==> src/rtl/hrhp_pkg.sv <==
// Package for the HTTP request header parser: phase encodings, state record,
// result codes and the keyword character tables.
// Depends on nothing; used by rtl/http_request_header_parser.sv.
package hrhp_pkg;

  // Request-level phase, one-hot.
  typedef enum logic [2:0] {
    PH_REQ  = 3'b001,
    PH_HDR  = 3'b010,
    PH_DONE = 3'b100
  } main_phase_e;

  // Token phases on the request line.
  localparam logic [2:0] TP_METHOD  = 3'd0;
  localparam logic [2:0] TP_SEP1    = 3'd1;
  localparam logic [2:0] TP_URL     = 3'd2;
  localparam logic [2:0] TP_SEP2    = 3'd3;
  localparam logic [2:0] TP_VERSION = 3'd4;
  // Token phases on a header line.
  localparam logic [2:0] TP_HOST_KW  = 3'd0;
  localparam logic [2:0] TP_HOST_SEP = 3'd1;
  localparam logic [2:0] TP_HOST_VAL = 3'd2;
  localparam logic [2:0] TP_OTHER    = 3'd3;

  // URL parsing modes.
  localparam logic [1:0] PM_UNDECIDED = 2'd0;
  localparam logic [1:0] PM_PATH      = 2'd1;
  localparam logic [1:0] PM_SCHEME    = 2'd2;
  localparam logic [1:0] PM_HOST      = 2'd3;

  // Result codes.
  localparam logic [1:0] ST_NEED_MORE = 2'd0;
  localparam logic [1:0] ST_COMPLETE  = 2'd1;
  localparam logic [1:0] ST_BAD       = 2'd2;
  localparam logic [1:0] ST_TOO_LONG  = 2'd3;

  localparam logic [1:0] ROLE_OTHER = 2'd0;
  localparam logic [1:0] ROLE_PATH  = 2'd1;
  localparam logic [1:0] ROLE_HOST  = 2'd2;

  localparam logic [15:0] MAX_LENGTH_RESET = 16'd4096;

  localparam logic [3:0] GET_LEN     = 4'd3;
  localparam logic [3:0] VERSION_LEN = 4'd8;
  localparam logic [3:0] SCHEME_LEN  = 4'd7;
  localparam logic [3:0] HOST_LEN    = 4'd5;

  localparam logic [7:0] CHAR_CR    = 8'h0D;
  localparam logic [7:0] CHAR_LF    = 8'h0A;
  localparam logic [7:0] CHAR_SP    = 8'h20;
  localparam logic [7:0] CHAR_TAB   = 8'h09;
  localparam logic [7:0] CHAR_SLASH = 8'h2F;
  localparam logic [7:0] CHAR_H     = 8'h68;

  typedef struct packed {
    main_phase_e main_phase;
    logic [2:0]  token_phase;
    logic [3:0]  match_count;
    logic [1:0]  path_mode;
    logic        cr_pending;
    logic        line_error;
    logic        line_has_bytes;
    logic [15:0] bytes_seen;
    logic [1:0]  final_status;
  } parse_state_t;

  localparam parse_state_t STATE_CLEAR = '{
    main_phase: PH_REQ, token_phase: 3'd0, match_count: 4'd0, path_mode: 2'd0,
    cr_pending: 1'b0, line_error: 1'b0, line_has_bytes: 1'b0,
    bytes_seen: 16'd0, final_status: ST_NEED_MORE
  };

  function automatic logic [7:0] to_lower(input logic [7:0] b);
    to_lower = (b >= 8'h41 && b <= 8'h5A) ? b + 8'd32 : b;
  endfunction

  function automatic logic is_sep(input logic [7:0] b);
    is_sep = (b == CHAR_SP) || (b == CHAR_TAB);
  endfunction

  function automatic logic [7:0] kw_get(input logic [3:0] idx);
    case (idx)
      4'd0:    kw_get = "g";
      4'd1:    kw_get = "e";
      4'd2:    kw_get = "t";
      default: kw_get = 8'h00;
    endcase
  endfunction

  function automatic logic [7:0] kw_version(input logic [3:0] idx);
    case (idx)
      4'd0:    kw_version = "h";
      4'd1:    kw_version = "t";
      4'd2:    kw_version = "t";
      4'd3:    kw_version = "p";
      4'd4:    kw_version = "/";
      4'd5:    kw_version = "1";
      4'd6:    kw_version = ".";
      4'd7:    kw_version = "1";
      default: kw_version = 8'h00;
    endcase
  endfunction

  function automatic logic [7:0] kw_scheme(input logic [3:0] idx);
    case (idx)
      4'd0:    kw_scheme = "h";
      4'd1:    kw_scheme = "t";
      4'd2:    kw_scheme = "t";
      4'd3:    kw_scheme = "p";
      4'd4:    kw_scheme = ":";
      4'd5:    kw_scheme = "/";
      4'd6:    kw_scheme = "/";
      default: kw_scheme = 8'h00;
    endcase
  endfunction

  function automatic logic [7:0] kw_host(input logic [3:0] idx);
    case (idx)
      4'd0:    kw_host = "h";
      4'd1:    kw_host = "o";
      4'd2:    kw_host = "s";
      4'd3:    kw_host = "t";
      4'd4:    kw_host = ":";
      default: kw_host = 8'h00;
    endcase
  endfunction

endpackage

==> src/rtl/http_request_header_parser.sv <==
// HTTP request line and header parser: one status word per request byte.
// Depends on rtl/hrhp_pkg.sv.
//
// Channel   Dir  Handshake                    Contents
// s_axis    in   s_axis_tvalid/s_axis_tready  tdata: data_byte; tuser: restart
// m_axis    out  m_axis_tvalid/m_axis_tready  tdata: status, byte_role
// cfg       in   cfg_valid_i/cfg_ready_o      cfg_data_i: max_length
//
// One byte is taken per cycle when the output is not stalled; its result appears
// in the output register on the next cycle. The parser state updates in the same
// cycle the byte is taken, so the per-byte decode between the input and the output
// register sets the rate. The input is ready whenever the output register is empty
// or being emptied. Reset clears the parser state and sets max_length to 4096.
module http_request_header_parser (
  input  logic        clk_i,
  input  logic        rst_ni,
  input  logic        s_axis_tvalid,
  output logic        s_axis_tready,
  input  logic [7:0]  s_axis_tdata,   // [7:0] data_byte
  input  logic [0:0]  s_axis_tuser,   // [0] restart
  output logic        m_axis_tvalid,
  input  logic        m_axis_tready,
  output logic [7:0]  m_axis_tdata,   // [1:0] status, [3:2] byte_role, [7:4] zero
  input  logic        cfg_valid_i,
  output logic        cfg_ready_o,
  input  logic [15:0] cfg_data_i
);

  hrhp_pkg::parse_state_t state_q, state_d, cur;
  logic [15:0] max_length_q;
  logic        out_valid_q;
  logic [1:0]  status_q, role_q;
  logic [1:0]  status_d, role_d;
  logic        accept;
  logic [7:0]  b, lb;
  logic        sep;
  logic [1:0]  url_pm;
  logic [3:0]  url_mc, ver_mc;

  assign s_axis_tready = !out_valid_q || m_axis_tready;
  assign accept        = s_axis_tvalid && s_axis_tready;
  assign cfg_ready_o   = 1'b1;
  assign m_axis_tvalid = out_valid_q;
  assign m_axis_tdata  = {4'b0000, role_q, status_q};

  assign b   = s_axis_tdata;
  assign lb  = hrhp_pkg::to_lower(s_axis_tdata);
  assign sep = hrhp_pkg::is_sep(s_axis_tdata);

  always_comb begin
    cur      = s_axis_tuser[0] ? hrhp_pkg::STATE_CLEAR : state_q;
    state_d  = cur;
    status_d = hrhp_pkg::ST_NEED_MORE;
    role_d   = hrhp_pkg::ROLE_OTHER;
    // Entering the URL from the separator phase starts with a fresh mode.
    url_pm = (cur.token_phase == hrhp_pkg::TP_SEP1) ? hrhp_pkg::PM_UNDECIDED : cur.path_mode;
    url_mc = (cur.token_phase == hrhp_pkg::TP_SEP1) ? 4'd0 : cur.match_count;
    ver_mc = (cur.token_phase == hrhp_pkg::TP_SEP2) ? 4'd0 : cur.match_count;

    if (cur.main_phase == hrhp_pkg::PH_DONE) begin
      status_d = cur.final_status;
    end else if (cur.bytes_seen >= max_length_q) begin
      status_d               = hrhp_pkg::ST_TOO_LONG;
      state_d.final_status   = hrhp_pkg::ST_TOO_LONG;
      state_d.main_phase     = hrhp_pkg::PH_DONE;
    end else begin
      state_d.bytes_seen = cur.bytes_seen + 16'd1;
      if (cur.cr_pending) begin
        if (b != hrhp_pkg::CHAR_LF) begin
          status_d = hrhp_pkg::ST_BAD;
        end else if (cur.main_phase == hrhp_pkg::PH_REQ) begin
          if (!cur.line_error && cur.token_phase == hrhp_pkg::TP_VERSION &&
              cur.match_count == hrhp_pkg::VERSION_LEN) begin
            state_d                = hrhp_pkg::STATE_CLEAR;
            state_d.main_phase     = hrhp_pkg::PH_HDR;
            state_d.bytes_seen     = cur.bytes_seen + 16'd1;
          end else begin
            status_d = hrhp_pkg::ST_BAD;
          end
        end else if (!cur.line_has_bytes) begin
          status_d = hrhp_pkg::ST_COMPLETE;
        end else begin
          state_d            = hrhp_pkg::STATE_CLEAR;
          state_d.main_phase = hrhp_pkg::PH_HDR;
          state_d.bytes_seen = cur.bytes_seen + 16'd1;
        end
      end else if (b == hrhp_pkg::CHAR_CR) begin
        state_d.cr_pending = 1'b1;
      end else if (b == hrhp_pkg::CHAR_LF) begin
        status_d = hrhp_pkg::ST_BAD;
      end else begin
        state_d.line_has_bytes = 1'b1;
        if (cur.main_phase == hrhp_pkg::PH_REQ) begin
          if (!cur.line_error) begin
            case (cur.token_phase)
              hrhp_pkg::TP_METHOD: begin
                if (sep) begin
                  if (cur.match_count == hrhp_pkg::GET_LEN) begin
                    state_d.token_phase = hrhp_pkg::TP_SEP1;
                  end else begin
                    state_d.line_error = 1'b1;
                  end
                end else if (cur.match_count < hrhp_pkg::GET_LEN &&
                             lb == hrhp_pkg::kw_get(cur.match_count)) begin
                  state_d.match_count = cur.match_count + 4'd1;
                end else begin
                  state_d.line_error = 1'b1;
                end
              end
              hrhp_pkg::TP_SEP1, hrhp_pkg::TP_URL: begin
                if (!(cur.token_phase == hrhp_pkg::TP_SEP1 && sep)) begin
                  state_d.token_phase = hrhp_pkg::TP_URL;
                  state_d.path_mode   = url_pm;
                  state_d.match_count = url_mc;
                  if (sep) begin
                    if (url_pm == hrhp_pkg::PM_PATH) begin
                      state_d.token_phase = hrhp_pkg::TP_SEP2;
                      state_d.match_count = 4'd0;
                    end else begin
                      state_d.line_error = 1'b1;
                    end
                  end else begin
                    case (url_pm)
                      hrhp_pkg::PM_UNDECIDED: begin
                        if (b == hrhp_pkg::CHAR_SLASH) begin
                          state_d.path_mode = hrhp_pkg::PM_PATH;
                          role_d            = hrhp_pkg::ROLE_PATH;
                        end else if (lb == hrhp_pkg::CHAR_H) begin
                          state_d.path_mode   = hrhp_pkg::PM_SCHEME;
                          state_d.match_count = 4'd1;
                        end else begin
                          state_d.line_error = 1'b1;
                        end
                      end
                      hrhp_pkg::PM_PATH: begin
                        role_d = hrhp_pkg::ROLE_PATH;
                      end
                      hrhp_pkg::PM_SCHEME: begin
                        if (url_mc < hrhp_pkg::SCHEME_LEN &&
                            lb == hrhp_pkg::kw_scheme(url_mc)) begin
                          state_d.match_count = url_mc + 4'd1;
                          if (url_mc + 4'd1 == hrhp_pkg::SCHEME_LEN) begin
                            state_d.path_mode = hrhp_pkg::PM_HOST;
                          end
                        end else begin
                          state_d.line_error = 1'b1;
                        end
                      end
                      default: begin
                        if (b == hrhp_pkg::CHAR_SLASH) begin
                          state_d.path_mode = hrhp_pkg::PM_PATH;
                          role_d            = hrhp_pkg::ROLE_PATH;
                        end
                      end
                    endcase
                  end
                end
              end
              hrhp_pkg::TP_SEP2, hrhp_pkg::TP_VERSION: begin
                if (!(cur.token_phase == hrhp_pkg::TP_SEP2 && sep)) begin
                  state_d.token_phase = hrhp_pkg::TP_VERSION;
                  state_d.match_count = ver_mc;
                  if (!sep && ver_mc < hrhp_pkg::VERSION_LEN &&
                      lb == hrhp_pkg::kw_version(ver_mc)) begin
                    state_d.match_count = ver_mc + 4'd1;
                  end else begin
                    state_d.line_error = 1'b1;
                  end
                end
              end
              default: begin
                state_d.line_error = 1'b1;
              end
            endcase
          end
        end else begin
          case (cur.token_phase)
            hrhp_pkg::TP_HOST_KW: begin
              if (cur.match_count < hrhp_pkg::HOST_LEN &&
                  lb == hrhp_pkg::kw_host(cur.match_count)) begin
                state_d.match_count = cur.match_count + 4'd1;
                if (cur.match_count + 4'd1 == hrhp_pkg::HOST_LEN) begin
                  state_d.token_phase = hrhp_pkg::TP_HOST_SEP;
                end
              end else begin
                state_d.token_phase = hrhp_pkg::TP_OTHER;
              end
            end
            hrhp_pkg::TP_HOST_SEP: begin
              if (!sep) begin
                state_d.token_phase = hrhp_pkg::TP_HOST_VAL;
                role_d              = hrhp_pkg::ROLE_HOST;
              end
            end
            hrhp_pkg::TP_HOST_VAL: begin
              role_d = hrhp_pkg::ROLE_HOST;
            end
            default: begin
              role_d = hrhp_pkg::ROLE_OTHER;
            end
          endcase
        end
      end
      if (status_d != hrhp_pkg::ST_NEED_MORE) begin
        state_d.final_status = status_d;
        state_d.main_phase   = hrhp_pkg::PH_DONE;
      end
    end
  end

  always_ff @(posedge clk_i or negedge rst_ni) begin
    if (!rst_ni) begin
      state_q      <= hrhp_pkg::STATE_CLEAR;
      max_length_q <= hrhp_pkg::MAX_LENGTH_RESET;
      out_valid_q  <= 1'b0;
    end else begin
      if (cfg_valid_i) begin
        max_length_q <= cfg_data_i;
      end
      if (accept) begin
        state_q     <= state_d;
        out_valid_q <= 1'b1;
      end else if (m_axis_tready) begin
        out_valid_q <= 1'b0;
      end
    end
  end

  always_ff @(posedge clk_i) begin
    if (accept) begin
      status_q <= status_d;
      role_q   <= role_d;
    end
  end

  // Once a verdict is held, the byte count stays put until a restart.
  assert property (@(posedge clk_i) disable iff (!rst_ni)
    (state_q.main_phase == hrhp_pkg::PH_DONE && !(accept && s_axis_tuser[0]))
      |=> $stable(state_q.bytes_seen))
    else $error("byte count moved after verdict");

  // A held verdict is never the need-more code.
  assert property (@(posedge clk_i) disable iff (!rst_ni)
    state_q.main_phase == hrhp_pkg::PH_DONE |-> state_q.final_status != hrhp_pkg::ST_NEED_MORE)
    else $error("verdict phase without verdict");

  // A tagged byte never carries a verdict.
  assert property (@(posedge clk_i) disable iff (!rst_ni)
    (out_valid_q && role_q != hrhp_pkg::ROLE_OTHER) |-> status_q == hrhp_pkg::ST_NEED_MORE)
    else $error("byte role set on a verdict word");

  // A taken byte always yields a pending result word.
  assert property (@(posedge clk_i) disable iff (!rst_ni)
    accept |=> out_valid_q)
    else $error("result word lost");

endmodule
==> config.mk <==
export PLATFORM = sky130hd
export DESIGN_NAME = http_request_header_parser
export DESIGN_NICKNAME = d
export VERILOG_FILES = /design/src/rtl/hrhp_pkg.sv /design/src/rtl/http_request_header_parser.sv
export SDC_FILE = /design/constraint.sdc
export NUM_CORES = 1
export LEC_CHECK = 0
export BUFFER_PORTS_ARGS = -buffer_cell sky130_fd_sc_hd__buf_2
export CORE_MARGIN = 2
export CORE_UTILIZATION = 30
export CTS_CLUSTER_DIAMETER = 120
export DETAILED_ROUTE_END_ITERATION = 8
export SYNTH_ARGS = -nofsm -noshare
export SYNTH_HDL_FRONTEND = slang
export SYNTH_SLANG_ARGS = --single-unit
==> constraint.sdc <==
create_clock -name clk_i -period 4.84 [get_ports clk_i]
set_input_delay 0 -clock clk_i [delete_from_list [all_inputs] [get_ports clk_i]]
set_output_delay 0 -clock clk_i [all_outputs]
set_load 0.1 [all_outputs]
==> qor.csv, run 1 <==
metric,value,unit
report.power.total,1480,uW
cts_buffers,5,
min_period,4190,ps
synth_area_per_cell,7.54,sq um
status,finished clean,
syn-instance-count,742,
hold_class,in -> reg,
drive_above_1_share,9.89,%
fin_skew,12.6,ps
initial_utilization,30.8,%
slew_headroom,39.7,%
grt_max_degree,58,
dr.pass1.iters,8,
totalWireLength,17100,microns
nets,821,
critical_path_arrival,4390,ps
yosysSeqAreaShare,24.6,%
clock-root-buffer,clkbuf_16,
p_sw,557,uW
tns,0,ps
diodes,0,
power_frac_seq,37.1,%
num_vias,5720,
yosys_register_bits,54,
grt_pass1_vias,5422,
reg2reg_from,state_q[27],
start_kind,register,
crit_required,5040,ps
slew_violations,0,
wl_met3,1190,microns
wire_per_inst,17.3,microns
ys_types,83,
leakagePower,0.00257,uW
setup_viol_count_final,0,
rsz0062_at_grt,false,
ys.flop_type,dfrtp_1,
fp.dieW,141,microns
tritoncts,yes,
intPower,919,uW
comb_power_share,34.0,%
synth_async_sr_flop_share,92.6,%
gp_congestion,0.977,
max-vdd-ir-drop,0.139,mV
post_cts_buffers,0,
grt_first_pass_wirelength,28100,microns
clk_pin_slew,80,ps
worst_slew_pin_slew,896,ps
hp-start,m_axis_tready,
drt_iter0_drc,533,
topRoutingLayerUsed,met4,
gr-total-overflow,0,
clockBufferDepth,2,
io_pins,41,
drcViolationCount,0,
synth.cell_area,5590,sq um
fin_util,34.2,%
clkPwrFrac,28.9,%
synth_warnings,0,
p_sw_share,37.8,%
chipHeight,141,microns
antenna_left,0,
path_class,reg -> reg,
holdWs,4.53,ps
setup.worst_path.start,state_q[27],
port_buffers,35,
viasPerCell,5.80,
wl_met2,7750,microns
dieArea,19800,sq um
rows,49,
critPathCaptureType,register,
finalHoldViolations,0,
clock-sinks,54,
dp_hpwl,12000,microns
clock_latency,300,ps
grt_antenna_before_repair,0,
p_per_area,238,nW/um^2
synth_edf_count,4,
finalCritPeriodShare,86.5,%
fmax,239,MHz
worstPathMaxFanout,12,
area_growth,11.1,%
h-tree-depth,2,
grt_usage,17.2,%
maxCapViolations,0,
wl_met1,7550,microns
coreArea,18100,sq um
-- kinds of logic after synthesis --
group	count (synthesis)	synth area share, %
AND/OR/NAND/NOR	285	26.2
adder cells (fa/ha/maj)	34	7.61
flip-flops	54	24.6
multiplexers	9	1.74
AO/OA/AOI/OAI	238	28.4
XOR/XNOR	26	4.07
buffers and inverters	94	7.27
other	2	0.134
-- power by group through the flow --
stage / registers [uW] / logic [uW] / clock network [uW]
floorplan: 543 / 374 / 0
global placement: 552 / 482 / 0
detailed placement: 552 / 480 / 0
CTS: 544 / 495 / 431
global route: 551 / 555 / 450
finish: 548 / 502 / 427
-- cell usage after synthesis (4+ instances only) --
cell type	count	share of area, %
dfrtp_1	48	21
ha_1	34	7.6
xor2_1	16	2.5
a22o_1	4	0.63
o21a_1	5	0.67
nand2b_1	11	1.2
nand4_1	11	1.2
buf_2	10	0.89
xnor2_1	10	1.6
and3_1	7	0.78
buf_4	5	0.67
o31ai_1	9	1.2
a21o_1	4	0.54
a21oi_1	57	5.1
o21bai_1	4	0.54
nand2_1	90	6.0
mux2_2	5	1.0
nor4b_1	4	0.63
a211oi_1	6	0.81
o41ai_1	4	0.63
a211o_1	6	0.94
or3_1	4	0.45
and4_1	4	0.63
o21ai_0	64	5.7
nor2_1	53	3.6
inv_1	36	2.4
nor3_1	26	2.3
edfxtp_1	4	2.1
a31oi_1	11	1.2
nor4_1	8	0.89
nand3_1	17	1.5
a22oi_1	4	0.54
o22ai_1	5	0.56
clkbuf_1	36	2.4
nor2b_1	24	2.7
o211ai_1	11	1.5
-- layout by cell type (no fill, tap or decap), types with 5 or more instances in the layout --
cell,count
nand2_1,90
o21ai_0,64
a21oi_1,57
nor2_1,53
dfrtp_1,48
inv_1,36
buf_2,35
ha_1,34
nor3_1,26
nor2b_1,24
dlygate4sd3_1,18
nand3_1,17
xor2_1,16
nand2b_1,11
nand4_1,11
a31oi_1,11
o211ai_1,11
xnor2_1,10
o31ai_1,9
buf_4,9
nor4_1,8
and3_1,7
a211o_1,6
a211oi_1,6
o21a_1,5
mux2_2,5
o22ai_1,5
conb_1,5
clkbuf_16,5
-- critical path, cell delays in order (launching register included) --
cell	delay [ps]
dfrtp_1	540
nand2_1	190
nor3_1	450
nor2_1	210
ha_1	280
or2_2	350
a31oi_1	210
mux2_2	350
a211o_1	310
nor4_4	490
xnor2_1	180
o2111a_1	240
a2111oi_2	40
o31ai_1	230
-- metrics by stage --
| stage | area [sq um] | setup WS, ps | std cells |
|---|---|---|---|
| final | 6210 | 652 | 987 |
| after global routing | 6210 | 405 | 987 |
| after global placement | 5870 | 892 | 961 |
| after CTS | 6210 | 733 | 987 |
| after floorplan | 5600 | 1200 | 745 |
| after detailed placement | 5870 | 793 | 961 |
-- flip-flops by register name (all words and copies together) (netlist names) --
name / flops
m_axis_tvalid: 1
max_length_q: 16
state_q: 33
status_q: 2
role_q: 2
-- area by class of cell --
type,count,area (sq um)
Clock buffer,6,129
Multi-Input combinational cell,597,3820
Timing Repair Buffer,62,423
Sequential cell,54,1370
Inverter,37,139
Fill cell,1928,11900
Clock inverter,2,37.5
Tap cell,229,287
-- final timing paths --
check / to / depth (start not counted) / slack, ps
hold reg to reg: state_q[30] / 2 / 500
setup reg to reg: state_q[23] / 13 / 650
min in group asynchronous: max_length_q[15] / 3 / 360
max in group asynchronous: max_length_q[1] / 3 / 4020
hold / removal: m_axis_tvalid / 3 / 5
setup / recovery: state_q[23] / 13 / 650
-- layer usage --
metal	up-vias	GRT usage, %
met5	-	0
met4	0	6.21
met3	44	2.22
met2	249	27.9
met1	2704	23.4
li1	2723	-
-- what timing repair did --
| item | CTS | global route |
|---|---|---|
| endpoints found under the setup margin | 0 | 0 |
| hold endpoints to repair | 65 | 0 |
| hold buffers | 18 | 0 |
| resized for setup | 0 | 0 |
(Power assumes the default switching activity.)
==> run 2, diff against run 1 <==
Settings changed: CORE_MARGIN 2 to 1.5.
==> qor.csv, run 2 (same netlist as run 1, synthesis figures left out) <==
metric,value,unit,change
status,"complete, but fails checks",,was finished clean
violations,design-rule violations,,
power_frac_seq,36.9,%,was 37.1%
largest_reg_flops,33,,unchanged
hp-start,m_axis_tready,,unchanged
rrSetupSlack,550,ps,was 650 ps
fin_area,6210,sq um,about the same
hold_class,in -> reg,,unchanged
cts_buffers,5,,unchanged
critical-path-top-delay-family,simple AND/OR/NAND/NOR gates,,unchanged
reg2reg_from,state_q[27],,unchanged
clockBufferDepth,2,,unchanged
leakagePower,0.00258,uW,was 0.00257 uW
setup_viol_count_final,0,,unchanged
drt_iter0_drc,449,,was 533
tns,0,ps,unchanged
min_to,m_axis_tvalid,,unchanged
diodes,0,,unchanged
rsz0062_at_grt,false,,unchanged
slew_headroom,36.2,%,was 39.7%
chipHeight,140,microns,was 141 microns
grt_pass1_vias,5616,,was 5422
rows,49,,unchanged
placed_cell_area,5860,sq um,was 5870 sq um
dr.pass1.iters,9,,was 8
worstPathMaxFanout,12,,unchanged
h-tree-depth,2,,unchanged
clock-root-buffer,clkbuf_16,,unchanged
wire_per_inst,17.3,microns,about the same
finalCritPeriodShare,88.7,%,was 86.5%
slew_violations,0,,unchanged
tritoncts,yes,,unchanged
initial_utilization,30.8,%,unchanged
io_pins,41,,unchanged
drcViolationCount,3,,was 0
port_buffers,35,,unchanged
largest_register,state_q,,unchanged
comb_power_share,34.1,%,was 34.0%
hold_depth,3,,unchanged
start_kind,register,,unchanged
viasPerCell,5.86,,was 5.80
nets,820,,was 821
worst_slew_pin_slew,949,ps,was 896 ps
clock-sinks,54,,unchanged
grt_usage,17.5,%,was 17.2%
coreArea,18100,sq um,unchanged
top_regs,"state_q: 33 flops, max_length_q: 16 flops",,unchanged
p_sw_share,37.8,%,about the same
grt_max_degree,58,,unchanged
final_cell_mix,"nand2_1 (90), o21ai_0 (64), a21oi_1 (57)",,unchanged
cp_cell_sequence,"nand2_1, nor3_1, nor2_1, ha_1, or2_2, a31oi_1, mux2_2, a211o_1, nor4_4, nand4_1, a31oi_1, o311ai_1, a21boi_1",,"was nand2_1, nor3_1, nor2_1, ha_1, or2_2, a31oi_1, mux2_2, a211o_1, nor4_4, xnor2_1, o2111a_1, a2111oi_2, o31ai_1"
p_sw,559,uW,was 557 uW
intPower,919,uW,about the same
fin_skew,11.3,ps,was 12.6 ps
clkPwrFrac,29.0,%,was 28.9%
area_growth,11.0,%,was 11.1%
crit_path_max_incr_delay,530,ps,was 540 ps
grt_antenna_before_repair,0,,unchanged
clock_latency,300,ps,about the same
dieArea,19500,sq um,was 19800 sq um
path_buf_inv,0,,unchanged
totalWireLength,17100,microns,about the same
gp_congestion,0.967,,was 0.977
num_vias,5781,,was 5720
layout_commonest_cell,nand2_1,,unchanged
p_per_area,238,nW/um^2,about the same
min_period,4290,ps,was 4190 ps
gr-total-overflow,0,,unchanged
antenna_left,0,,unchanged
finalHoldViolations,0,,unchanged
max-vdd-ir-drop,0.162,mV,was 0.139 mV
critPathSlowestCell,dfrtp_1,,unchanged
grt_first_pass_wirelength,28300,microns,was 28100 microns
critical_path_arrival,4520,ps,was 4390 ps
path_class,reg -> reg,,unchanged
r2r_cells,13,,unchanged
clk_pin_slew,80,ps,about the same
fp.dieW,140,microns,was 141 microns
timing.rr.end,state_q[25],,was state_q[23]
fmax,233,MHz,was 239 MHz
drive_above_1_share,9.91,%,was 9.89%
critPathCaptureType,register,,unchanged
maxCapViolations,0,,unchanged
dp_hpwl,12100,microns,was 12000 microns
cpMostUsedCell,a31oi_1,,
crit_required,5060,ps,was 5040 ps
report.power.total,1480,uW,about the same
run 2: cell count changes in the layout (fill, tap and decap cells not counted):
| cell | before | now |
|---|---|---|
| buf_4 | 9 | 8 |
| clkbuf_1 | 1 | 0 |
| clkinv_2 | 0 | 1 |
| clkinvlp_4 | 1 | 0 |
| inv_6 | 0 | 1 |
run 2: power groups by stage:
stage | Clock, uW | Sequential [uW] | Combinational (uW)
2_1_floorplan | 0 | 543 | 374
4_1_cts | 433 | 544 | 494
3_5_place_dp | 0 | 552 | 480
6_report | 428 | 546 | 504
3_3_place_gp | 0 | 552 | 483
5_1_grt | 450 | 551 | 557
run 2: cell type report:
cell class	instances	area [sq um]
Tap cell	229	287
Clock inverter	3	43.8
Fill cell	1927	11900
Sequential cell	54	1370
Inverter	37	139
Clock buffer	5	125
Multi-Input combinational cell	597	3820
Timing Repair Buffer	61	415
run 2: worst register-to-register path, stage by stage, from the launching register on:
cell and delay [ps]:
dfrtp_1 530, nand2_1 200, nor3_1 500, nor2_1 250
ha_1 290, or2_2 360, a31oi_1 220, mux2_2 360
a211o_1 310, nor4_4 500, nand4_1 140, a31oi_1 240
o311ai_1 130, a21boi_1 190
run 2: worst max path at each step:
stage / startpoint / endpoint / slack (ps) / depth (start not counted)
finish: state_q[27] / state_q[25] / 550 / 13
global route: state_q[27] / state_q[25] / 340 / 13
CTS: state_q[27] / state_q[23] / 690 / 13
detailed placement: state_q[27] / state_q[21] / 720 / 12
global placement: state_q[27] / state_q[21] / 890 / 12
floorplan: state_q[28] / state_q[21] / 1200 / 15
run 2: metrics by stage:
step | hold slack (ps) | cells | setup WS [ps] | util (%)
floorplan | -296 | 745 | 1200 | -
global placement | 172 | 960 | 892 | 32.3
detailed placement | 170 | 960 | 716 | 32.3
CTS | 12.1 | 986 | 688 | 34.2
global route | 17.9 | 986 | 342 | 34.2
finish | 1.29 | 986 | 546 | 34.2
run 2: timing repair:
item                                   4_1_cts  5_1_grt
resized for setup                            0        0
buffers inserted                             0        0
endpoints found under the hold margin       65        0
hold buffers                                18        0
run 2: per-layer routing:
metal / part of all wire, % / vias to the layer above / GRT usage (%)
met4: 2.4 / 0 / 5.71
met2: 46 / 269 / 28.7
li1: - / 2728 / -
met5: 0 / - / 0
met3: 7.1 / 49 / 2.20
met1: 45 / 2735 / 23.9
